## config.mk

```make
export PLATFORM = sky130hd
export DESIGN_NAME = address_range_table_core
export DESIGN_NICKNAME = d
export VERILOG_FILES = /design/src/rtl/core/art_pkg.sv /design/src/rtl/core/art_ram.sv /design/src/rtl/core/address_range_table_core.sv
export SDC_FILE = /design/constraint.sdc
export NUM_CORES = 2
export LEC_CHECK = 0
export CAP_MARGIN = 5
export CORE_MARGIN = 3
export CORE_UTILIZATION = 35
export DETAILED_ROUTE_END_ITERATION = 8
export DONT_BUFFER_PORTS = 1
export GPL_TIMING_DRIVEN = 0
export HOLD_SLACK_MARGIN = 0.1
export PLACE_DENSITY = 0.51
export SYNTH_ARGS = -nofsm -noshare
export SYNTH_HDL_FRONTEND = slang
export SYNTH_SLANG_ARGS = --single-unit
```

## constraint.sdc

```tcl
create_clock -name clk -period 12.85 [get_ports clk]
set_clock_uncertainty 0.15 [all_clocks]
set_input_delay 1.9275 -clock clk [delete_from_list [all_inputs] [get_ports clk]]
set_output_delay 1.9275 -clock clk [all_outputs]
set_load 0.05 [all_outputs]
```

## src/rtl/core/art_pkg.sv

```systemverilog
// ----------------------------------------------------------------------------
// art_pkg: address range table shared definitions
// Transfer types, status and command codes and parameter defaults.
// ----------------------------------------------------------------------------
`default_nettype none

package art_pkg;

  // parameter defaults
  localparam int DEF_MAX_RANGES = 16;
  localparam int DEF_ADDR_WIDTH = 32;

  // fixed field widths of the transfers
  localparam int FIELD_W = 32;
  localparam int IDX_W   = 4;
  localparam int ST_W    = 2;

  // command codes
  localparam logic CMD_LOOKUP = 1'b0;
  localparam logic CMD_INSERT = 1'b1;

  // status codes
  localparam logic [ST_W-1:0] ST_OK   = 2'd0;
  localparam logic [ST_W-1:0] ST_MISS = 2'd1;
  localparam logic [ST_W-1:0] ST_BAD  = 2'd2;
  localparam logic [ST_W-1:0] ST_FULL = 2'd3;

  // input transfer
  typedef struct packed {
    logic               command;
    logic [FIELD_W-1:0] address;
    logic [FIELD_W-1:0] length;
  } in_item_t;

  // result transfer
  typedef struct packed {
    logic [ST_W-1:0]    status;
    logic [IDX_W-1:0]   entry_index;
    logic [FIELD_W-1:0] entry_base;
    logic [FIELD_W-1:0] entry_length;
  } out_item_t;

endpackage

`default_nettype wire

```

## src/rtl/core/art_ram.sv

```systemverilog
// ----------------------------------------------------------------------------
// art_ram: range table storage
// One write port and one read port, read data registered.
// ----------------------------------------------------------------------------
`default_nettype none

module art_ram #(
  parameter int DEPTH = 16,
  parameter int WIDTH = 64
) (
  input  wire logic                     clk,
  input  wire logic                     we,
  input  wire logic [$clog2(DEPTH)-1:0] waddr,
  input  wire logic [WIDTH-1:0]         wdata,
  input  wire logic [$clog2(DEPTH)-1:0] raddr,
  output logic      [WIDTH-1:0]         rdata
);

  logic [WIDTH-1:0] mem [DEPTH];

  // write port
  always_ff @(posedge clk) begin
    if (we) begin
      mem[waddr] <= wdata;
    end
  end

  // registered read port
  always_ff @(posedge clk) begin
    rdata <= mem[raddr];
  end

endmodule

`default_nettype wire

```

## src/rtl/core/address_range_table_core.sv

```systemverilog
// ----------------------------------------------------------------------------
// address_range_table_core: sorted address range table with last-hit hint
// Lookup: k entries scanned (1..count), starting at the hint; an empty table
//   answers without a scan.
// Insert: count entries scanned when appended at the end, and when placed at
//   sorted position p < count (p + 1 entries scanned, count - p entries shifted);
//   the scan and shift loops both run one table entry per cycle through the
//   single RAM read port.
// One item at a time; a new item is taken while the last result waits.
// Synchronous active-low reset clears count, hint and handshake state; the
// table RAM is not cleared, only entries below the count are used.
// ----------------------------------------------------------------------------
`default_nettype none

module address_range_table_core
  import art_pkg::*;
#(
  parameter int MAX_RANGES = DEF_MAX_RANGES,
  parameter int ADDR_WIDTH = DEF_ADDR_WIDTH
) (
  input  wire logic      clk,
  input  wire logic      rst_n,
  input  wire logic      in_valid,
  output logic           in_ready,
  input  wire in_item_t  in_data,
  output logic           out_valid,
  input  wire logic      out_ready,
  output out_item_t      out_data
);

  localparam int  DW        = (ADDR_WIDTH > FIELD_W) ? FIELD_W : ADDR_WIDTH;
  localparam bit  TOP_CHECK = (ADDR_WIDTH <= FIELD_W);
  localparam int  IW        = $clog2(MAX_RANGES);
  localparam int  CW        = $clog2(MAX_RANGES + 1);

  // state codes
  localparam logic [2:0] S_IDLE  = 3'd0;
  localparam logic [2:0] S_LOOK  = 3'd1;
  localparam logic [2:0] S_SCAN  = 3'd2;
  localparam logic [2:0] S_SHIFT = 3'd3;
  localparam logic [2:0] S_WRITE = 3'd4;
  localparam logic [2:0] S_DONE  = 3'd5;

  logic [2:0]      state_r, state_nxt;
  logic [CW-1:0]   count_r, count_nxt;
  logic [IW-1:0]   last_hit_r, last_hit_nxt;
  logic [IW-1:0]   cur_r, cur_nxt;
  logic [IW-1:0]   pos_r, pos_nxt;
  logic [CW-1:0]   left_r, left_nxt;
  logic [DW-1:0]   a_r, a_nxt;
  logic [DW-1:0]   len_r, len_nxt;
  out_item_t       res_r, res_nxt;
  logic            out_valid_r, out_valid_nxt;
  out_item_t       out_data_r, out_data_nxt;

  // table RAM ports
  logic            ram_we;
  logic [IW-1:0]   ram_waddr;
  logic [2*DW-1:0] ram_wdata;
  logic [IW-1:0]   ram_raddr;
  logic [2*DW-1:0] ram_q;

  art_ram #(
    .DEPTH (MAX_RANGES),
    .WIDTH (2 * DW)
  ) u_ram (
    .clk   (clk),
    .we    (ram_we),
    .waddr (ram_waddr),
    .wdata (ram_wdata),
    .raddr (ram_raddr),
    .rdata (ram_q)
  );

  // incoming fields, high bits beyond the address width dropped
  logic [DW-1:0] in_addr;
  logic [DW-1:0] in_len;
  logic [DW:0]   in_end;
  logic          in_too_high;

  assign in_addr     = in_data.address[DW-1:0];
  assign in_len      = in_data.length[DW-1:0];
  assign in_end      = {1'b0, in_addr} + {1'b0, in_len};
  assign in_too_high = TOP_CHECK && in_end[DW] && (in_end[DW-1:0] != '0);

  // entry under test
  logic [DW-1:0] q_base;
  logic [DW-1:0] q_len;
  logic          lk_hit;
  logic          ins_below;
  logic          ins_clash_hi;
  logic          ins_clash_lo;
  logic [IW-1:0] lk_next;
  logic          full;

  assign q_base       = ram_q[2*DW-1:DW];
  assign q_len        = ram_q[DW-1:0];
  assign lk_hit       = (a_r >= q_base) && ((a_r - q_base) < q_len);
  assign ins_below    = a_r < q_base;
  assign ins_clash_hi = len_r > (q_base - a_r);
  assign ins_clash_lo = (a_r - q_base) < q_len;
  assign full         = (count_r == CW'(MAX_RANGES));
  assign lk_next      = ((CW'(cur_r) + CW'(1)) == count_r) ? '0 : IW'(CW'(cur_r) + CW'(1));

  // sequencer
  always_comb begin
    state_nxt     = state_r;
    count_nxt     = count_r;
    last_hit_nxt  = last_hit_r;
    cur_nxt       = cur_r;
    pos_nxt       = pos_r;
    left_nxt      = left_r;
    a_nxt         = a_r;
    len_nxt       = len_r;
    res_nxt       = res_r;
    out_valid_nxt = out_valid_r;
    out_data_nxt  = out_data_r;
    ram_we        = 1'b0;
    ram_waddr     = pos_r;
    ram_wdata     = {a_r, len_r};
    ram_raddr     = cur_r;

    // result register drains independently
    if (out_valid_r && out_ready) begin
      out_valid_nxt = 1'b0;
    end

    unique case (state_r)
      S_IDLE: begin
        ram_raddr = (in_data.command == CMD_LOOKUP) ? last_hit_r : '0;
        if (in_valid) begin
          a_nxt    = in_addr;
          len_nxt  = in_len;
          left_nxt = count_r;
          cur_nxt  = ram_raddr;
          if (in_data.command == CMD_LOOKUP) begin
            if (count_r == '0) begin
              res_nxt   = '{status: ST_MISS, default: '0};
              state_nxt = S_DONE;
            end else begin
              state_nxt = S_LOOK;
            end
          end else if (in_too_high) begin
            res_nxt   = '{status: ST_BAD, default: '0};
            state_nxt = S_DONE;
          end else if (count_r == '0) begin
            pos_nxt   = '0;
            state_nxt = S_WRITE;
          end else begin
            state_nxt = S_SCAN;
          end
        end
      end

      // lookup scan, wrapping from the hint
      S_LOOK: begin
        ram_raddr = lk_next;
        if (lk_hit) begin
          last_hit_nxt = cur_r;
          res_nxt      = '{status: ST_OK, entry_index: IDX_W'(cur_r),
                           entry_base: FIELD_W'(q_base), entry_length: FIELD_W'(q_len)};
          state_nxt    = S_DONE;
        end else if (left_r == CW'(1)) begin
          res_nxt   = '{status: ST_MISS, default: '0};
          state_nxt = S_DONE;
        end else begin
          cur_nxt  = lk_next;
          left_nxt = left_r - CW'(1);
        end
      end

      // insert scan for overlap and sorted position
      S_SCAN: begin
        ram_raddr = IW'(CW'(cur_r) + CW'(1));
        if (ins_below) begin
          if (ins_clash_hi) begin
            res_nxt   = '{status: ST_BAD, default: '0};
            state_nxt = S_DONE;
          end else if (full) begin
            res_nxt   = '{status: ST_FULL, default: '0};
            state_nxt = S_DONE;
          end else begin
            pos_nxt   = cur_r;
            ram_raddr = IW'(count_r - CW'(1));
            cur_nxt   = ram_raddr;
            state_nxt = S_SHIFT;
          end
        end else if (ins_clash_lo) begin
          res_nxt   = '{status: ST_BAD, default: '0};
          state_nxt = S_DONE;
        end else if (left_r == CW'(1)) begin
          if (full) begin
            res_nxt   = '{status: ST_FULL, default: '0};
            state_nxt = S_DONE;
          end else begin
            pos_nxt   = IW'(count_r);
            state_nxt = S_WRITE;
          end
        end else begin
          cur_nxt  = ram_raddr;
          left_nxt = left_r - CW'(1);
        end
      end

      // move entries up by one, from the top down to the insert position
      S_SHIFT: begin
        ram_we    = 1'b1;
        ram_waddr = IW'(CW'(cur_r) + CW'(1));
        ram_wdata = ram_q;
        ram_raddr = cur_r - IW'(1);
        if (cur_r == pos_r) begin
          state_nxt = S_WRITE;
        end else begin
          cur_nxt = ram_raddr;
        end
      end

      // place the new range, hint follows its entry
      S_WRITE: begin
        ram_we    = 1'b1;
        ram_waddr = pos_r;
        ram_wdata = {a_r, len_r};
        count_nxt = count_r + CW'(1);
        if ((count_r != '0) && (pos_r <= last_hit_r) &&
            ((CW'(last_hit_r) + CW'(1)) < CW'(MAX_RANGES))) begin
          last_hit_nxt = last_hit_r + IW'(1);
        end
        res_nxt   = '{status: ST_OK, entry_index: IDX_W'(pos_r),
                      entry_base: FIELD_W'(a_r), entry_length: FIELD_W'(len_r)};
        state_nxt = S_DONE;
      end

      // hand the result over once the output register is free
      S_DONE: begin
        if (!out_valid_r || out_ready) begin
          out_valid_nxt = 1'b1;
          out_data_nxt  = res_r;
          state_nxt     = S_IDLE;
        end
      end

      default: begin
        state_nxt = S_IDLE;
      end
    endcase
  end

  // control registers
  always_ff @(posedge clk) begin
    if (!rst_n) begin
      state_r     <= S_IDLE;
      count_r     <= '0;
      last_hit_r  <= '0;
      out_valid_r <= 1'b0;
    end else begin
      state_r     <= state_nxt;
      count_r     <= count_nxt;
      last_hit_r  <= last_hit_nxt;
      out_valid_r <= out_valid_nxt;
    end
  end

  // working registers
  always_ff @(posedge clk) begin
    cur_r      <= cur_nxt;
    pos_r      <= pos_nxt;
    left_r     <= left_nxt;
    a_r        <= a_nxt;
    len_r      <= len_nxt;
    res_r      <= res_nxt;
    out_data_r <= out_data_nxt;
  end

  assign in_ready  = (state_r == S_IDLE);
  assign out_valid = out_valid_r;
  assign out_data  = out_data_r;

  // table never holds more than its depth
  a_count_bound: assert property (@(posedge clk) disable iff (!rst_n)
    count_r <= CW'(MAX_RANGES))
    else $error("range count above table depth");

  // hint always names a live entry
  a_hint_live: assert property (@(posedge clk) disable iff (!rst_n)
    (count_r != '0) |-> (CW'(last_hit_r) < count_r))
    else $error("last-hit hint outside filled entries");

  // count grows by at most one per insert and never shrinks
  a_count_step: assert property (@(posedge clk) disable iff (!rst_n)
    $past(rst_n) |-> ((count_r == $past(count_r)) ||
                      (count_r == $past(count_r) + CW'(1))))
    else $error("range count changed by more than one");

  // shift never runs below the insert position
  a_shift_pos: assert property (@(posedge clk) disable iff (!rst_n)
    (state_r == S_SHIFT) |-> ((cur_r >= pos_r) && (CW'(cur_r) < count_r)))
    else $error("shift index outside the moving span");

endmodule

`default_nettype wire

```

# Word-level counts from Yosys, hierarchy flattened
# Memory sizes are Yosys's and may differ from the RTL's. A register that Yosys moved wholly into a read port is not among the register bits.
# Index checks and enable logic that the tools add are counted.
[word_totals]
regBits = 230
ramBits = 1024
inputBits = 69
output_inout_bits = 72
wordCells = 163
memories = 1
[mem_list]
columns = ["memory", "words", "word_bits", "rd", "rd_clocked_by_memory_dff", "wr", "line", "source"]
rows = [
  ["u_ram.mem", 16, 64, 1, 1, 1, "art_ram.sv:19", "logic [WIDTH-1:0] mem [DEPTH];"],
]
[classes]
addsub = 10
order_cmp = 6
eq_ne = 32
n_mux = 72
reduce_logical = 25
[op_table]
columns = ["op", "count"]
rows = [
  ["$mux 70", 11],
  ["$pmux 70 s4", 1],
  ["$mux 4", 27],
  ["$lt 32x32->1", 2],
  ["$mux 64", 1],
  ["$sub 32x32->32", 2],
  ["$mux 3", 14],
  ["$add 32x32->33", 1],
  ["$ge 32x32->1", 1],
  ["$gt 32x32->1", 1],
  ["$pmux 4 s4", 2],
  ["$reduce_bool 32->1", 1],
  ["$mux 5", 5],
  ["$ne 2x2->1 const B", 12],
  ["$ne 3x3->1 const B", 6],
  ["$pmux 3 s6", 1],
  ["$reduce_and 9->1", 2],
  ["$pmux 4 s2", 2],
  ["$pmux 5 s3", 1],
  ["$add 4x1->5 const B", 2],
  ["$reduce_and 5->1", 2],
  ["$reduce_bool 4->1", 2],
  ["$sub 4x1->4 const B", 2],
  ["$mux 1", 7],
  ["other kinds (28)", 37],
]

# Longest topological paths before layout
[depth]
depth_word = 7
depth_mapped = 30
mapped_depth_nobuf = 27

# Modules after synthesis
# From an unflattened synthesis, not the netlist that was laid out.
[hier_totals]
cells_unflattened = 3488
area_unflattened_um2 = 56787.0
[by_module_without_submodules]
columns = ["module", "instances", "cells_per_inst", "area_per_inst_um2", "seq_area_each_um2"]
rows = [
  ["art_ram", 1, 1647, 39581.7, 32030.7],
  ["address_range_table_core", 1, 1841, 17205.3, 6776.5],
]

# Least setup slack after synthesis
# OpenSTA, ideal clock, no wires.
[synth_timing]
path_type = "input to register"
start = "input in_data[0] (netlist bit)"
end = "register res_r[0] (netlist bit), enable pin"
setup_time_ns = 0.695
t_arrival_ns = 11.543
required_time_ns = 12.005
setup_slack_ns = 0.462
path_stages = 14
n_path_buf = 0
path_cell_list = "ha_1 > inv_1 > fa_1 > nor2b_1 > o31a_1 > o211ai_1 > a311oi_1 > o21bai_1 > a211oi_1 > o31a_1 > o21ai_0 > a31oi_1 > nor3_1 > nor4b_1"
[synth_between]
elab_chain_cells = 5
[synth_rtl]
columns = ["item", "line", "source"]
rows = [
  ["start: declaration", "address_range_table_core.sv:25", "input wire in_item_t in_data,"],
  ["$add 32x32->33 *", "address_range_table_core.sv:83", "assign in_end = {1'b0, in_addr} + {1'b0, in_len};"],
  ["$reduce_bool 32->1", "address_range_table_core.sv:84", "assign in_too_high = TOP_CHECK && in_end[DW] && (in_end[DW-1:0] != '0);"],
  ["$logic_and 1x1->1 *", "address_range_table_core.sv:84", ""],
  ["$ne 3x2->1 (no source line) *", "--", ""],
  ["$reduce_and 6->1 (no source line) *", "--", ""],
  ["end signal: assignment", "address_range_table_core.sv:270", "res_r <= res_nxt;"],
  ["end: declaration", "address_range_table_core.sv:52", "out_item_t res_r, res_nxt;"],
]
# Mark *: on every way between the ends. The rest lies on a longest branch, timed or not.
# A chain may end at the register's enable or synchronous reset.

# Final worst setup path
[layout_timing]
start = "register a_r[1]"
end = "register u_ram.rdata[30], read port of u_ram.mem"
[layout_between]
elab_chain_cells = 5
word_cells_on_any_way = 6
classes_between = "1 x add/sub; 2 x order compare; 3 x mux"
[layout_rtl]
columns = ["item", "line", "source"]
rows = [
  ["start: declaration", "address_range_table_core.sv:50", "logic [DW-1:0] a_r, a_nxt;"],
  ["start signal: assignment", "address_range_table_core.sv:268", "a_r <= a_nxt;"],
  ["$sub 32x32->32", "address_range_table_core.sv:100", "assign ins_clash_hi = len_r > (q_base - a_r);"],
  ["$gt 32x32->1", "address_range_table_core.sv:100", ""],
  ["$mux 4", "address_range_table_core.sv:176", "if (ins_clash_hi) begin"],
  ["$mux 4 *", "address_range_table_core.sv:175", "if (ins_below) begin"],
  ["$pmux 4 s4 *", "address_range_table_core.sv:128", "unique case (state_r)"],
  ["end: declaration", "art_ram.sv:16", "output logic [WIDTH-1:0] rdata"],
]
# Marks and branches as above.

==> results.cfg <==
[synthesis]
synth_xor_area_share_pct = 1.49
synth_cell_types = 76
synth-adder-area-share_pct = 3.72
synth-simple-area-share_pct = 4.33
netlist_instances = 4078
synth.cell_area_sq_mm = 0.0588
synth_edf_count = 1241
synth_area_leaders = edfxtp_1 (63%), mux2i_1 (6.6%), mux2_2 (4.9%)
post-synth-top-count-cell = edfxtp_1
yosys_warnings = 0
yosysTopAreaCell = edfxtp_1
synth_compound_area_share_pct = 9.58
synth_top_family_by_area = multiplexers
syn-num-nets = 4320
yosysTopAreaCellShare_pct = 63.4
muxShareOfSynthArea_pct = 11.5
avgSynthCellArea_sq_um = 14.4
async_flop_share_pct = 0
synth_ff_type = edfxtp_1
ys_ff_latch = 1318
synth_common_cells = edfxtp_1 (1,241), mux2i_1 (386), a21oi_1 (272)
synth_seq_area_share_pct = 66.0

[grt]
grt_max_degree = 30
grt_pass1_vias = 35200
antenna_found_initial = 30
overflow = 0
grt_pass1_wl_microns = 269000
gr-usage-all-layers_pct = 21.8

[floorplanning]
die_width_microns = 416
core-area_sq_mm = 0.166
fp-row-count = 149
num_io_pins = 141
dieArea_sq_mm = 0.173
die_y_microns = 416
start_util_pct = 35.4

[worst_setup_path]
path_class = reg2reg
cp-startpoint = a_r[1]$_DFFE_PP_
reg2reg_depth = 27
arrival_ps = 10720
worstSetupEndpoint = u_ram.rdata[30]$_DFF_P_
worst_setup_path_start_kind = register
r2r_end = u_ram.rdata[30]$_DFF_P_
end_kind = register
cp_max_fo = 10
r2r-start = a_r[1]$_DFFE_PP_
r2r_slack_ps = 2730
cp.required_ps = 13440

[place]
io_buffers = 0
dp_hpwl_microns = 142000
dp.cells = 6377
dpl_cell_area_sq_mm = 0.0632
gp_congestion = 0.935

[pwr]
leakagePower_nw = 25.5
p_int_mw = 10.4
swShare_pct = 39.9
power_frac_comb_pct = 42.7
vdd_drop_max_uv = 130
powerDensity_mw_per_mm2 = 254
p_switching_mw = 6.87
seq_power_share_pct = 34.0
p_total_mw = 17.2
p_clk_share_pct = 23.3

[clock_network]
cts_root_buf = clkbuf_16
cts_resized = 0
cts.htree.levels = 4
clock_latency_ps = 810
clkSlewWorstSetupHoldPaths_ps = 60
cts_made_buffers = 147
cts_hold_buf = 0
cts_tree = yes
clock_path_buffers = 3
clock_sinks = 1318
cts_setup_buffers = 0

[drt]
drc = 2
drt_iter0_drc = 4163
drtPass1Iterations = 9
drtAntennaViolNets = 0
vias_per_cell = 5.46
routedWlPerCell_microns = 28.9
routed_wl_microns = 193000
dr_total_vias = 36500

[finish]
finish.cell_count_without_fillers = 6677
utilization_pct = 40.9
fillerInstances = 15400
num-nets-final = 4579
area_growth_syn_to_layout_pct = 15.3
fin_area_sq_mm = 0.0678
seqCellArea_sq_mm = 0.0388
multi_input_comb_area_sq_mm = 0.0182
drive_gt1_share_pct = 15.9

[run_status]
outcome = finished, violations left
violations = design-rule violations

[timing]
worst_pin_slew_ps = 1480
finalSetupViolCount = 0
hold_viol = 0
rsz0062_at_grt = no
relSlewSlack_pct = 1.13
fin_crit_sh_pct = 78.8
layout_min_cycle_time_ps = 10120
finalSetupTns_ps = 0
finalMaxSlewViolations = 0
fmax_mhz = 98.8

[run]
maxCapViolCount = 0

[hold_path]
hp-start = res_r[0]$_DFFE_PP_
holdCritPathClass = reg2reg
-- through the flow --
step / setup WS, ps / hold slack [ps]
after floorplan: 462 / 275
after global placement: -9190 / 292
after detailed placement: 3200 / 295
after CTS: 3120 / 316
after global routing: 2540 / 331
final: 2730 / 312
-- critical path, cell delays in order (launching register included) --
cell      delay, ps
edfxtp_1        480
inv_1           150
ha_1            350
a21oi_1          80
o21bai_1        280
a211oi_1        190
o31ai_1         970
a21oi_1         190
nor4b_1         230
o31ai_1         810
a41o_1          340
o41ai_1         110
xor2_1          170
ha_1            330
nand4_1         200
nor4_1          650
a22o_1          290
nor4_1          110
o22ai_1         620
o31a_1          200
o21ai_1          80
a32oi_2        1160
buf_6           370
buf_6           260
clkbuf_1        710
nor2_1          180
a21oi_1         180
a221o_1         160
-- metal layers --
metal	wire length (microns)	global-route usage [%]
met4	5320	6.69
met3	12800	4.03
met2	92800	36.1
met1	81700	29.1
met5	34	0
-- how the worst min path moves through the flow --
stage	endpoint	slack, ps	cells after the start
6_report	out_data[0]$_DFFE_PP_	310	0
3_5_place_dp	out_data[0]$_DFFE_PP_	290	0
5_1_grt	out_data[35]$_DFFE_PP_	330	0
4_1_cts	out_data[0]$_DFFE_PP_	320	0
2_1_floorplan	out_data[11]$_DFFE_PP_	280	0
3_3_place_gp	out_data[0]$_DFFE_PP_	290	0
-- placed cells by master (no fill, tap or decap), drive strengths merged, types with 9 or more instances in the layout --
cell type,Yosys,routed
clkinv,0,52
o21ai,147,147
nor2b,15,15
nand4,25,25
a221o,64,64
nor2,220,220
nand2b,17,17
xor2,46,46
clkbuf,107,309
o21bai,16,16
buf,117,227
inv,206,215
ha,170,170
o22ai,71,71
a21o,60,60
or3,10,10
dfxtp,77,77
a21oi,272,272
edfxtp,1241,1241
o31ai,9,9
a31oi,21,21
o211ai,10,10
nand2,177,177
a211oi,21,21
nor4,12,12
mux2,258,258
nand3,30,30
o21a,14,14
nor3,26,26
xnor2,53,53
diode,0,29
a222oi,68,68
mux2i,386,386
-- layout make-up --
class | instances | share of cell area [%]
Antenna cell | 29 | 0.107
Buffer | 224 | 1.80
Clock buffer | 202 | 5.82
Clock inverter | 69 | 0.884
Inverter | 206 | 1.14
Multi-Input combinational cell | 2330 | 26.8
Sequential cell | 1318 | 57.2
Tap cell | 2189 | 4.04
Timing Repair Buffer | 110 | 2.19
-- power groups by stage --
stage | registers [mW] | logic (mW) | clock network (mW)
2_1_floorplan | 5.74 | 4.70 | 0
3_3_place_gp | 6.05 | 7.09 | 0
3_5_place_dp | 5.96 | 7.30 | 0
4_1_cts | 5.87 | 7.34 | 4.10
5_1_grt | 5.88 | 7.89 | 4.26
6_report | 5.87 | 7.35 | 4.01
-- sequential cells by signal (all words and copies together) (netlist names) --
signal	count
u_ram.mem	1024
out_data	70
res_r	70
u_ram.rdata	64
a_r	32
len_r	32
count_r	5
left_r	5
cur_r	4
last_hit_r	4
pos_r	4
state_r	3
out_valid	1
-- cell families (layout without fill, tap and decap cells) --
logic type,after synthesis,after routing
AO/OA/AOI/OAI,843,843
XOR/XNOR,99,99
adder cells (fa/ha/maj),173,173
buffers and inverters,430,811
flip-flops,1318,1318
multiplexers,644,644
other,0,29
AND/OR/NAND/NOR,571,571
Note: power is estimated with default switching activity, not from simulation.
